### src/sv/rrr_pkg.sv
// Shared constants, types and helpers of the raster row run vectorizer.
// No dependencies; imported by every module of the block.
package rrr_pkg;

	// image size limit and derived widths
	localparam int MAX_DIM = 1024;
	localparam int DIM_W   = $clog2(MAX_DIM);      // column / row index
	localparam int EXT_W   = $clog2(MAX_DIM + 1);  // index that may equal the size

	// output frame
	localparam int FRAME_SPAN  = 9000;
	localparam int FRAME_LEFT  = 1000;
	localparam int FRAME_TOP   = 9500;
	localparam int ALPHA_LIMIT = 127;
	localparam int COORD_W     = 14;
	localparam int COLOR_W     = 24;

	// divider sizing: quotient never exceeds FRAME_SPAN
	localparam int QUO_W  = $clog2(FRAME_SPAN + 1);
	localparam int PROD_W = $clog2(MAX_DIM * FRAME_SPAN + 1);
	localparam int SHF_W  = EXT_W + QUO_W - 1;
	localparam int DIV_W  = (SHF_W > PROD_W) ? SHF_W : PROD_W;
	localparam int STEP_W = $clog2(QUO_W);

	// configuration port
	localparam int REG_W     = 11;
	localparam int CHAN_W    = 3;
	localparam int CFG_IDX_W = 2;

	localparam logic [CFG_IDX_W-1:0] REG_WIDTH  = 2'd0;
	localparam logic [CFG_IDX_W-1:0] REG_HEIGHT = 2'd1;
	localparam logic [CFG_IDX_W-1:0] REG_CHANS  = 2'd2;

	// channel count codes; anything else is read as RGBA
	localparam logic [CHAN_W-1:0] CH_GRAY       = 3'd1;
	localparam logic [CHAN_W-1:0] CH_GRAY_ALPHA = 3'd2;
	localparam logic [CHAN_W-1:0] CH_RGB        = 3'd3;

	// coordinate operations of one rectangle, in order
	localparam logic [1:0] OP_X0 = 2'd0;
	localparam logic [1:0] OP_X1 = 2'd1;
	localparam logic [1:0] OP_Y0 = 2'd2;
	localparam logic [1:0] OP_Y1 = 2'd3;

	typedef enum logic [2:0] {
		ST_IDLE,
		ST_MUL,
		ST_DSTART,
		ST_DWAIT,
		ST_OUT
	} seq_state_t;

	// decoded pixel
	typedef struct packed {
		logic [COLOR_W-1:0] color;
		logic               opaque;
	} pix_t;

	// size register as used: zero reads as one, large values saturate
	function automatic logic [EXT_W-1:0] clamp_dim(input logic [REG_W-1:0] v);
		logic [EXT_W-1:0] r;
		if (v == '0) begin
			r = EXT_W'(1);
		end else if (int'(v) > MAX_DIM) begin
			r = EXT_W'(MAX_DIM);
		end else begin
			r = EXT_W'(v);
		end
		return r;
	endfunction

endpackage

### src/sv/rrr_pix.sv
// Pixel decoder: channel bytes to packed color and opacity.
// Depends on rrr_pkg.
module rrr_pix (
	input  logic [7:0]                 chan0,
	input  logic [7:0]                 chan1,
	input  logic [7:0]                 chan2,
	input  logic [7:0]                 chan3,
	input  logic [rrr_pkg::CHAN_W-1:0] chans,
	output rrr_pkg::pix_t              pix
);
	import rrr_pkg::*;

	logic [COLOR_W-1:0] color;
	logic               opaque;

	// pick layout by channel count
	always_comb begin
		unique case (chans)
			CH_GRAY: begin
				color  = {chan0, chan0, chan0};
				opaque = 1'b1;
			end
			CH_GRAY_ALPHA: begin
				color  = {chan0, chan0, chan0};
				opaque = chan1 > 8'(ALPHA_LIMIT);
			end
			CH_RGB: begin
				color  = {chan0, chan1, chan2};
				opaque = 1'b1;
			end
			default: begin
				color  = {chan0, chan1, chan2};
				opaque = chan3 > 8'(ALPHA_LIMIT);
			end
		endcase
	end

	// all transparent pixels share one color
	assign pix.color  = opaque ? color : '0;
	assign pix.opaque = opaque;

endmodule

### src/sv/rrr_div.sv
// Restoring divider, one quotient bit per cycle, MSB first.
// Depends on rrr_pkg. Dividend must be below divisor * 2**QUO_W.
module rrr_div (
	input  logic                       clk,
	input  logic                       arst_n,
	input  logic                       start,
	input  logic [rrr_pkg::PROD_W-1:0] dividend,
	input  logic [rrr_pkg::EXT_W-1:0]  divisor,
	output logic                       done,
	output logic [rrr_pkg::QUO_W-1:0]  quotient
);
	import rrr_pkg::*;

	logic [DIV_W-1:0]  rem_q;
	logic [EXT_W-1:0]  dsr_q;
	logic [QUO_W-1:0]  quo_q;
	logic [STEP_W-1:0] step_q;
	logic              busy_q;
	logic              done_q;
	logic [DIV_W-1:0]  shifted;
	logic              fits;

	// trial subtract of the divisor aligned to the current bit
	assign shifted = DIV_W'(dsr_q) << step_q;
	assign fits    = rem_q >= shifted;

	always_ff @(posedge clk or negedge arst_n) begin
		if (!arst_n) begin
			busy_q <= 1'b0;
			done_q <= 1'b0;
			step_q <= '0;
		end else begin
			done_q <= 1'b0;
			if (start) begin
				busy_q <= 1'b1;
				step_q <= STEP_W'(QUO_W - 1);
			end else if (busy_q) begin
				if (step_q == '0) begin
					busy_q <= 1'b0;
					done_q <= 1'b1;
				end else begin
					step_q <= step_q - 1'b1;
				end
			end
		end
	end

	// datapath
	always_ff @(posedge clk) begin
		if (start) begin
			rem_q <= DIV_W'(dividend);
			dsr_q <= divisor;
			quo_q <= '0;
		end else if (busy_q) begin
			if (fits) begin
				rem_q <= rem_q - shifted;
			end
			quo_q[step_q] <= fits;
		end
	end

	assign done     = done_q;
	assign quotient = quo_q;

endmodule

### src/sv/raster_row_runs_to_rectangles.sv
// Raster row run vectorizer: pixels in, one rectangle item per closed opaque run out.
// Depends on rrr_pkg, rrr_pix and rrr_div.
//
//   channel  direction  handshake            payload
//   cfg      in         cfg_we               cfg_index, cfg_data
//   in       in         in_valid / in_stall  chan0..chan3
//   out      out        out_valid/out_stall  red..bottom_y, last
//
// A pixel that closes no run is taken without a stall. Each rectangle is computed as four
// coordinates, each of one multiply, one divider start, one divide step per quotient bit and
// a quotient write, then one output load; a pixel closes up to two. in_stall is high from the
// cycle after the accept until the last rectangle is loaded, longer while the output register is stalled.
// Reset clears the frame position and the size registers go to 16 x 16, RGB.
module raster_row_runs_to_rectangles (
	input  logic                          clk,
	input  logic                          arst_n,
	input  logic                          cfg_we,
	input  logic [rrr_pkg::CFG_IDX_W-1:0] cfg_index,
	input  logic [rrr_pkg::REG_W-1:0]     cfg_data,
	input  logic                          in_valid,
	output logic                          in_stall,
	input  logic [7:0]                    chan0,
	input  logic [7:0]                    chan1,
	input  logic [7:0]                    chan2,
	input  logic [7:0]                    chan3,
	output logic                          out_valid,
	input  logic                          out_stall,
	output logic [7:0]                    red,
	output logic [7:0]                    green,
	output logic [7:0]                    blue,
	output logic [rrr_pkg::COORD_W-1:0]   left_x,
	output logic [rrr_pkg::COORD_W-1:0]   right_x,
	output logic [rrr_pkg::COORD_W-1:0]   top_y,
	output logic [rrr_pkg::COORD_W-1:0]   bottom_y,
	output logic                          last
);
	import rrr_pkg::*;

	// configuration
	logic [REG_W-1:0]  width_q;
	logic [REG_W-1:0]  height_q;
	logic [CHAN_W-1:0] chans_q;
	logic [EXT_W-1:0]  w_eff;
	logic [EXT_W-1:0]  h_eff;
	logic              cfg_hit;

	// run state
	logic [DIM_W-1:0]   col_q;
	logic [DIM_W-1:0]   row_q;
	logic [DIM_W-1:0]   start_q;
	logic [COLOR_W-1:0] color_q;
	logic               opaque_q;

	// per-pixel decisions
	pix_t               pix;
	logic               in_acc;
	logic               restart;
	logic [DIM_W-1:0]   c_col;
	logic [DIM_W-1:0]   c_row;
	logic [DIM_W-1:0]   c_start;
	logic               c_op;
	logic               change;
	logic               emit_a;
	logic               emit_b;
	logic               eol;
	logic [DIM_W-1:0]   n_start;
	logic [COLOR_W-1:0] n_color;
	logic               n_op;
	logic [EXT_W-1:0]   row_next;

	// pending rectangles
	logic [1:0]         jv_q;
	logic [COLOR_W-1:0] jcol_q [2];
	logic [DIM_W-1:0]   jx0_q [2];
	logic [EXT_W-1:0]   jx1_q [2];
	logic [DIM_W-1:0]   jy_q;
	logic               cur_q;
	logic               more;

	// sequencer and shared divider
	seq_state_t         st_q;
	seq_state_t         st_d;
	logic [1:0]         op_q;
	logic               div_start;
	logic               div_done;
	logic               q_we;
	logic               out_load;
	logic [EXT_W-1:0]   operand;
	logic [EXT_W-1:0]   divisor;
	logic [PROD_W-1:0]  prod_q;
	logic [QUO_W-1:0]   quotient;
	logic [QUO_W-1:0]   qv_q [4];
	logic               out_valid_q;

	assign w_eff   = clamp_dim(width_q);
	assign h_eff   = clamp_dim(height_q);
	assign cfg_hit = cfg_we && (cfg_index == REG_WIDTH || cfg_index == REG_HEIGHT ||
		cfg_index == REG_CHANS);

	assign in_stall = (st_q != ST_IDLE);
	assign in_acc   = in_valid && !in_stall;

	rrr_pix u_pix (
		.chan0 (chan0),
		.chan1 (chan1),
		.chan2 (chan2),
		.chan3 (chan3),
		.chans (chans_q),
		.pix   (pix)
	);

	// run tracking for the incoming pixel
	always_comb begin
		restart = (EXT_W'(col_q) >= w_eff) || (EXT_W'(row_q) >= h_eff);
		c_col   = restart ? '0 : col_q;
		c_row   = restart ? '0 : row_q;
		c_start = (restart || c_col == '0) ? '0 : start_q;
		c_op    = (restart || c_col == '0) ? 1'b0 : opaque_q;
		change  = (pix.opaque != c_op) || (pix.opaque && pix.color != color_q);
		emit_a  = change && (c_col > c_start) && c_op;
		n_op    = change ? pix.opaque : c_op;
		n_color = change ? pix.color : color_q;
		n_start = change ? c_col : c_start;
		eol     = (EXT_W'(c_col) + EXT_W'(1)) >= w_eff;
		emit_b  = eol && n_op;
		row_next = EXT_W'(c_row) + EXT_W'(1);
	end

	// configuration registers and frame position
	always_ff @(posedge clk or negedge arst_n) begin
		if (!arst_n) begin
			width_q  <= REG_W'(16);
			height_q <= REG_W'(16);
			chans_q  <= CHAN_W'(3);
			col_q    <= '0;
			row_q    <= '0;
			start_q  <= '0;
			color_q  <= '0;
			opaque_q <= 1'b0;
		end else if (cfg_hit) begin
			case (cfg_index)
				REG_WIDTH:  width_q  <= cfg_data;
				REG_HEIGHT: height_q <= cfg_data;
				default:    chans_q  <= cfg_data[CHAN_W-1:0];
			endcase
			col_q    <= '0;
			row_q    <= '0;
			start_q  <= '0;
			opaque_q <= 1'b0;
		end else if (in_acc) begin
			color_q <= n_color;
			if (eol) begin
				col_q    <= '0;
				start_q  <= '0;
				opaque_q <= 1'b0;
				row_q    <= (row_next >= h_eff) ? '0 : row_next[DIM_W-1:0];
			end else begin
				col_q    <= c_col + 1'b1;
				start_q  <= n_start;
				opaque_q <= n_op;
				row_q    <= c_row;
			end
		end
	end

	// capture the rectangles this pixel closes
	always_ff @(posedge clk or negedge arst_n) begin
		if (!arst_n) begin
			jv_q <= '0;
		end else if (in_acc) begin
			jv_q <= {emit_b, emit_a};
		end
	end

	always_ff @(posedge clk) begin
		if (in_acc) begin
			jcol_q[0] <= color_q;
			jx0_q[0]  <= c_start;
			jx1_q[0]  <= EXT_W'(c_col);
			jcol_q[1] <= n_color;
			jx0_q[1]  <= n_start;
			jx1_q[1]  <= w_eff;
			jy_q      <= c_row;
		end
	end

	assign more = !cur_q && jv_q[1];

	// sequencer state register
	always_ff @(posedge clk or negedge arst_n) begin
		if (!arst_n) begin
			st_q <= ST_IDLE;
		end else begin
			st_q <= st_d;
		end
	end

	// sequencer next state and strobes
	always_comb begin
		st_d      = st_q;
		div_start = 1'b0;
		q_we      = 1'b0;
		out_load  = 1'b0;
		unique case (st_q)
			ST_IDLE: begin
				if (in_acc && (emit_a || emit_b)) begin
					st_d = ST_MUL;
				end
			end
			ST_MUL: begin
				st_d = ST_DSTART;
			end
			ST_DSTART: begin
				div_start = 1'b1;
				st_d      = ST_DWAIT;
			end
			ST_DWAIT: begin
				if (div_done) begin
					q_we = 1'b1;
					st_d = (op_q == OP_Y1) ? ST_OUT : ST_MUL;
				end
			end
			ST_OUT: begin
				if (!out_valid_q || !out_stall) begin
					out_load = 1'b1;
					st_d     = more ? ST_MUL : ST_IDLE;
				end
			end
			default: begin
				st_d = ST_IDLE;
			end
		endcase
	end

	// coordinate step and rectangle index
	always_ff @(posedge clk or negedge arst_n) begin
		if (!arst_n) begin
			op_q  <= OP_X0;
			cur_q <= 1'b0;
		end else begin
			if (q_we) begin
				op_q <= op_q + 2'd1;
			end
			if (in_acc && (emit_a || emit_b)) begin
				cur_q <= !emit_a;
			end else if (out_load && more) begin
				cur_q <= 1'b1;
			end
		end
	end

	// operand and divisor for the current coordinate
	always_comb begin
		case (op_q)
			OP_X0:   operand = EXT_W'(jx0_q[cur_q]);
			OP_X1:   operand = jx1_q[cur_q];
			OP_Y0:   operand = EXT_W'(jy_q);
			default: operand = EXT_W'(jy_q) + EXT_W'(1);
		endcase
		divisor = (op_q == OP_Y0 || op_q == OP_Y1) ? h_eff : w_eff;
	end

	// scale by the frame span, then divide by the image size
	always_ff @(posedge clk) begin
		if (st_q == ST_MUL) begin
			prod_q <= PROD_W'(operand) * PROD_W'(FRAME_SPAN);
		end
		if (q_we) begin
			qv_q[op_q] <= quotient;
		end
	end

	rrr_div u_div (
		.clk      (clk),
		.arst_n   (arst_n),
		.start    (div_start),
		.dividend (prod_q),
		.divisor  (divisor),
		.done     (div_done),
		.quotient (quotient)
	);

	// output register
	always_ff @(posedge clk or negedge arst_n) begin
		if (!arst_n) begin
			out_valid_q <= 1'b0;
		end else if (out_load) begin
			out_valid_q <= 1'b1;
		end else if (!out_stall) begin
			out_valid_q <= 1'b0;
		end
	end

	always_ff @(posedge clk) begin
		if (out_load) begin
			red      <= jcol_q[cur_q][23:16];
			green    <= jcol_q[cur_q][15:8];
			blue     <= jcol_q[cur_q][7:0];
			left_x   <= COORD_W'(qv_q[OP_X0]) + COORD_W'(FRAME_LEFT);
			right_x  <= COORD_W'(qv_q[OP_X1]) + COORD_W'(FRAME_LEFT);
			top_y    <= COORD_W'(FRAME_TOP) - COORD_W'(qv_q[OP_Y0]);
			bottom_y <= COORD_W'(FRAME_TOP) - COORD_W'(qv_q[OP_Y1]);
			last     <= !more;
		end
	end

	assign out_valid = out_valid_q;

endmodule

### config.mk
export PLATFORM = sky130hd
export DESIGN_NAME = raster_row_runs_to_rectangles
export DESIGN_NICKNAME = d
export VERILOG_FILES = /design/src/sv/rrr_pkg.sv /design/src/sv/rrr_pix.sv /design/src/sv/rrr_div.sv /design/src/sv/raster_row_runs_to_rectangles.sv
export SDC_FILE = /design/constraint.sdc
export NUM_CORES = 1
export LEC_CHECK = 0
export BUFFER_PORTS_ARGS = -buffer_cell sky130_fd_sc_hd__buf_2
export CORE_MARGIN = 5
export CORE_UTILIZATION = 40
export CTS_BUF_LIST = sky130_fd_sc_hd__clkbuf_4 sky130_fd_sc_hd__clkbuf_8 sky130_fd_sc_hd__clkbuf_16
export DETAILED_ROUTE_END_ITERATION = 6
export GPL_ROUTABILITY_DRIVEN = 0
export MAX_ROUTING_LAYER = met4
export PLACE_DENSITY = 0.56
export SYNTH_ARGS = -nofsm -noshare
export SYNTH_HDL_FRONTEND = slang
export SYNTH_HIERARCHICAL = 1
export SYNTH_SLANG_ARGS = --single-unit
### constraint.sdc
create_clock -name clk -period 14.9 [get_ports clk]
set_input_delay 2.235 -clock clk [delete_from_list [all_inputs] [get_ports clk]]
set_output_delay 2.235 -clock clk [all_outputs]
set_load 0.05 [all_outputs]
==> out/qor.csv <==
stage,metric,value,unit
pwr,p_sw,2.67,mW
worst_hold_path,min-delay-start,qv_q[0][2],
worst_hold_path,min_to,left_x[2],
clock_network,cts_tree,yes,
timing,period_minus_slack,6.56,ns
die,die_w,245,um
place,port_buffers,125,
setup_path,critPathLaunchType,register,
logic_synthesis,ys_types,86,
logic_synthesis,synth_edf_count,292,
logic_synthesis,synth_area_per_cell,12.2,sq um
die,core_area,54900,sq um
setup_path,required,15.39,ns
timing,rsz0062_at_grt,false,
clock_network,cts.repair.resized,0,
grt,gr-total-overflow,0,
grt,grt_max_degree,82,
clock_network,cts.path.max_buffers,3,
worst_hold_path,hold_class,register to register,
clock_network,numCtsBuffers,46,
pwr,vdd_drop_max,0.000231,V
final_layout,finalNetCount,2172,
setup_path,path_class,register to register,
setup_path,cp.arrival,7.05,ns
timing,tightest_slew,1.05,ns
pwr,swShare,41.1,%
logic_synthesis,yosysWarnings,6,
route,drc_errors,1,
timing,fin_crit_sh,44.0,%
setup_path,r2r_start,height_q[6],
grt,grt_pass1_vias,14300,
die,initial_core_util,40.3,%
setup_path,rrSetupSlack,8.34,ns
route,vias_per_cell,5.30,
setup_path,reg2reg_depth,28,
grt,grt_pass1_wl,79800,um
clock_network,cts_root_buffer,clkbuf_16,
clock_network,cts_sinks,400,
route,wl,49800,um
setup_path,slowest_delay,0.47,ns
clock_network,worstSkewPairLatency,0.59,ns
die,die_height,245,um
timing,slew_viol_final,0,
timing,fin_skew,0.0234,ns
logic_synthesis,async_reset_ff_share,23.5,%
timing,timing.final.hold_violations,0,
route,ant_nets,0,
clock_network,clk_pin_slew,0.06,ns
pwr,power_frac_clock,17.3,%
die,dieArea,60000,sq um
job,drv_cap,0,
setup_path,r2r-end,start_q[7],
pwr,internal_power,3.83,mW
die,io_pins,133,
route,first_pass_iters,7,
logic_synthesis,synth-seq-cells,400,
route,drt_iter0_markers,891,
setup_path,worstPathMaxFanout,20,
timing,max_freq,153,MHz
setup_path,cp_slowest_cell,nor2_1,
status,violations,design-rule violations,
clock_network,h-tree-depth,2,
die,num_rows,86,
route,avgRoutedWirePerCell,18.6,um
pwr,power.density,260,nW/um^2
pwr,p_leak,10.2,nW
place,place.detailed.hpwl,36200,um
worst_hold_path,worstHoldPathCells,0,
clock_network,cts_setup_buffers,0,
clock_network,holdBufCountCts,0,
logic_synthesis,ys_seq_area_share,51.6,%
timing,max_slew_margin,29.8,%
logic_synthesis,synth_ff_type,edfxtp_1,
final_layout,stdcell_count,2681,
place,dpl.cell_count,2594,
grt,antenna_found_initial,1,
setup_path,end_kind,register,
final_layout,areaGrowthSynthToFinish,13.1,%
logic_synthesis,netlist_instances,1816,
logic_synthesis,synth_area,22100,sq um
route,vias,14204,
pwr,p_comb_share,56.4,%
grt,grt_usage,16.9,%
timing,tns,0,ns
pwr,seq_power_share,26.3,%
final_layout,drive_gt1_share,20.0,%
setup_path,crit_top_cell,nor2_1,
timing,setup_viol,0,
status,outcome,"complete, but fails checks",
==> per-stage QoR <==
step	util [%]	cell area [sq um]	hold slack, ns	worst slack (ns)	power (mW)
2_1_floorplan	-	22100	0.400	8.18	4.63
3_3_place_gp	42.7	23500	0.404	8.38	5.34
3_5_place_dp	42.7	23500	0.409	8.34	5.40
4_1_cts	45.5	25000	0.421	8.36	6.57
5_1_grt	45.5	25000	0.437	7.76	7.11
6_report	45.5	25000	0.422	8.34	6.50
==> final cells by class <==
type | count | area, sq um
Clock inverter | 30 | 292
Tap cell | 704 | 881
Fill cell | 5010 | 29900
Sequential cell | 400 | 11400
Antenna cell | 1 | 2.50
Clock buffer | 56 | 1240
Multi-Input combinational cell | 1235 | 9960
Inverter | 110 | 419
Timing Repair Buffer | 145 | 778
==> power by group through the flow <==
stage | Clock (mW) | Sequential, mW | Combinational [mW]
after floorplan | 0 | 1.65 | 2.98
after global placement | 0 | 1.73 | 3.61
after detailed placement | 0 | 1.73 | 3.67
after CTS | 1.15 | 1.71 | 3.71
after global routing | 1.20 | 1.73 | 4.18
final | 1.12 | 1.71 | 3.67
==> flip-flops by register name, summed over array words and instances (netlist names), 10 cells and up <==
register and cells:
u_div/dsr_q 11, jx1_q 21, u_div/quotient 14, height_q 11
bottom_y 14, right_x 14, row_q 10, left_x 14
jcol_q 48, color_q 24, width_q 11, u_div/rem_q 24
jx0_q 20, col_q 10, qv_q 56, prod_q 21
start_q 10, top_y 14, jy_q 10
==> worst max-delay path: cells and delay by family, from the launching register on <==
family | cells | cell delay (ns)
flip-flops | 1 | 0.39
buffers and inverters | 4 | 0.83
AND/OR/NAND/NOR | 12 | 2.89
adder cells (fa/ha/maj) | 3 | 0.80
XOR/XNOR | 1 | 0.14
AO/OA/AOI/OAI | 8 | 1.43
==> cells in the final DEF, fill, tap and decap left out, types with 17 or more instances in the layout <==
cell,count
o21ai_0,69
edfxtp_1,292
dfrtp_1,89
xnor2_1,88
buf_4,21
inv_1,108
nand4_1,17
o21ai_1,18
fa_1,19
mux2_4,40
buf_2,124
a21o_1,36
clkbuf_16,46
ha_1,165
nand3_1,37
nor3_1,21
a21oi_1,91
mux2i_1,24
and2_1,29
mux2_2,87
and3_1,25
nor2_1,80
xor2_1,35
nand2_1,151
==> worst max path at each step <==
stage                         to  depth (start not counted)   startpoint
floorplan                blue[0]                          1    out_stall
global placement    jcol_q[1][2]                         12     chan1[7]
finish                start_q[7]                         28  height_q[6]
CTS                   start_q[7]                         28  height_q[6]
detailed placement  jcol_q[1][0]                         12     chan1[7]
global route            col_q[7]                         28  height_q[6]
==> cell families after synthesis <==
logic type                 share of synthesized area, %
AOI/OAI and AO/OA                                  10.7
xor gates and xnor gates                           4.98
DFF                                                51.6
other                                            0.0170
muxes                                              9.10
and+or+nand+nor                                    9.10
adders and majority gates                          11.1
buffers and inverters                              3.44
==> synth_stat cells, types with 17 or more instances <==
| master | instances | area share (%) |
|---|---|---|
| a21oi_1 | 92 | 2.1 |
| edfxtp_1 | 292 | 40 |
| nand4_1 | 17 | 0.48 |
| o21ai_1 | 19 | 0.43 |
| mux2_4 | 40 | 2.7 |
| ha_1 | 165 | 9.3 |
| nand2_1 | 151 | 2.6 |
| clkbuf_1 | 54 | 0.92 |
| a21o_1 | 36 | 1.2 |
| nor2_1 | 80 | 1.4 |
| inv_1 | 109 | 1.9 |
| fa_1 | 19 | 1.7 |
| mux2i_1 | 24 | 1.1 |
| and3_1 | 25 | 0.71 |
| and2_1 | 29 | 0.82 |
| xor2_1 | 35 | 1.4 |
| mux2_2 | 87 | 4.4 |
| dfrtp_1 | 90 | 10 |
| nor3_1 | 21 | 0.48 |
| nand3_1 | 37 | 0.84 |
| xnor2_1 | 88 | 3.5 |
| o21ai_0 | 69 | 1.6 |
==> per-layer routing <==
metal	vias to the layer above	share of wire (%)	global-route usage [%]
met5	-	0	-
met1	6941	47	22.6
met4	0	1.9	4.17
li1	6934	-	-
met3	67	4.0	2.36
met2	262	47	27.4
Power figures use the tool's default switching activity.
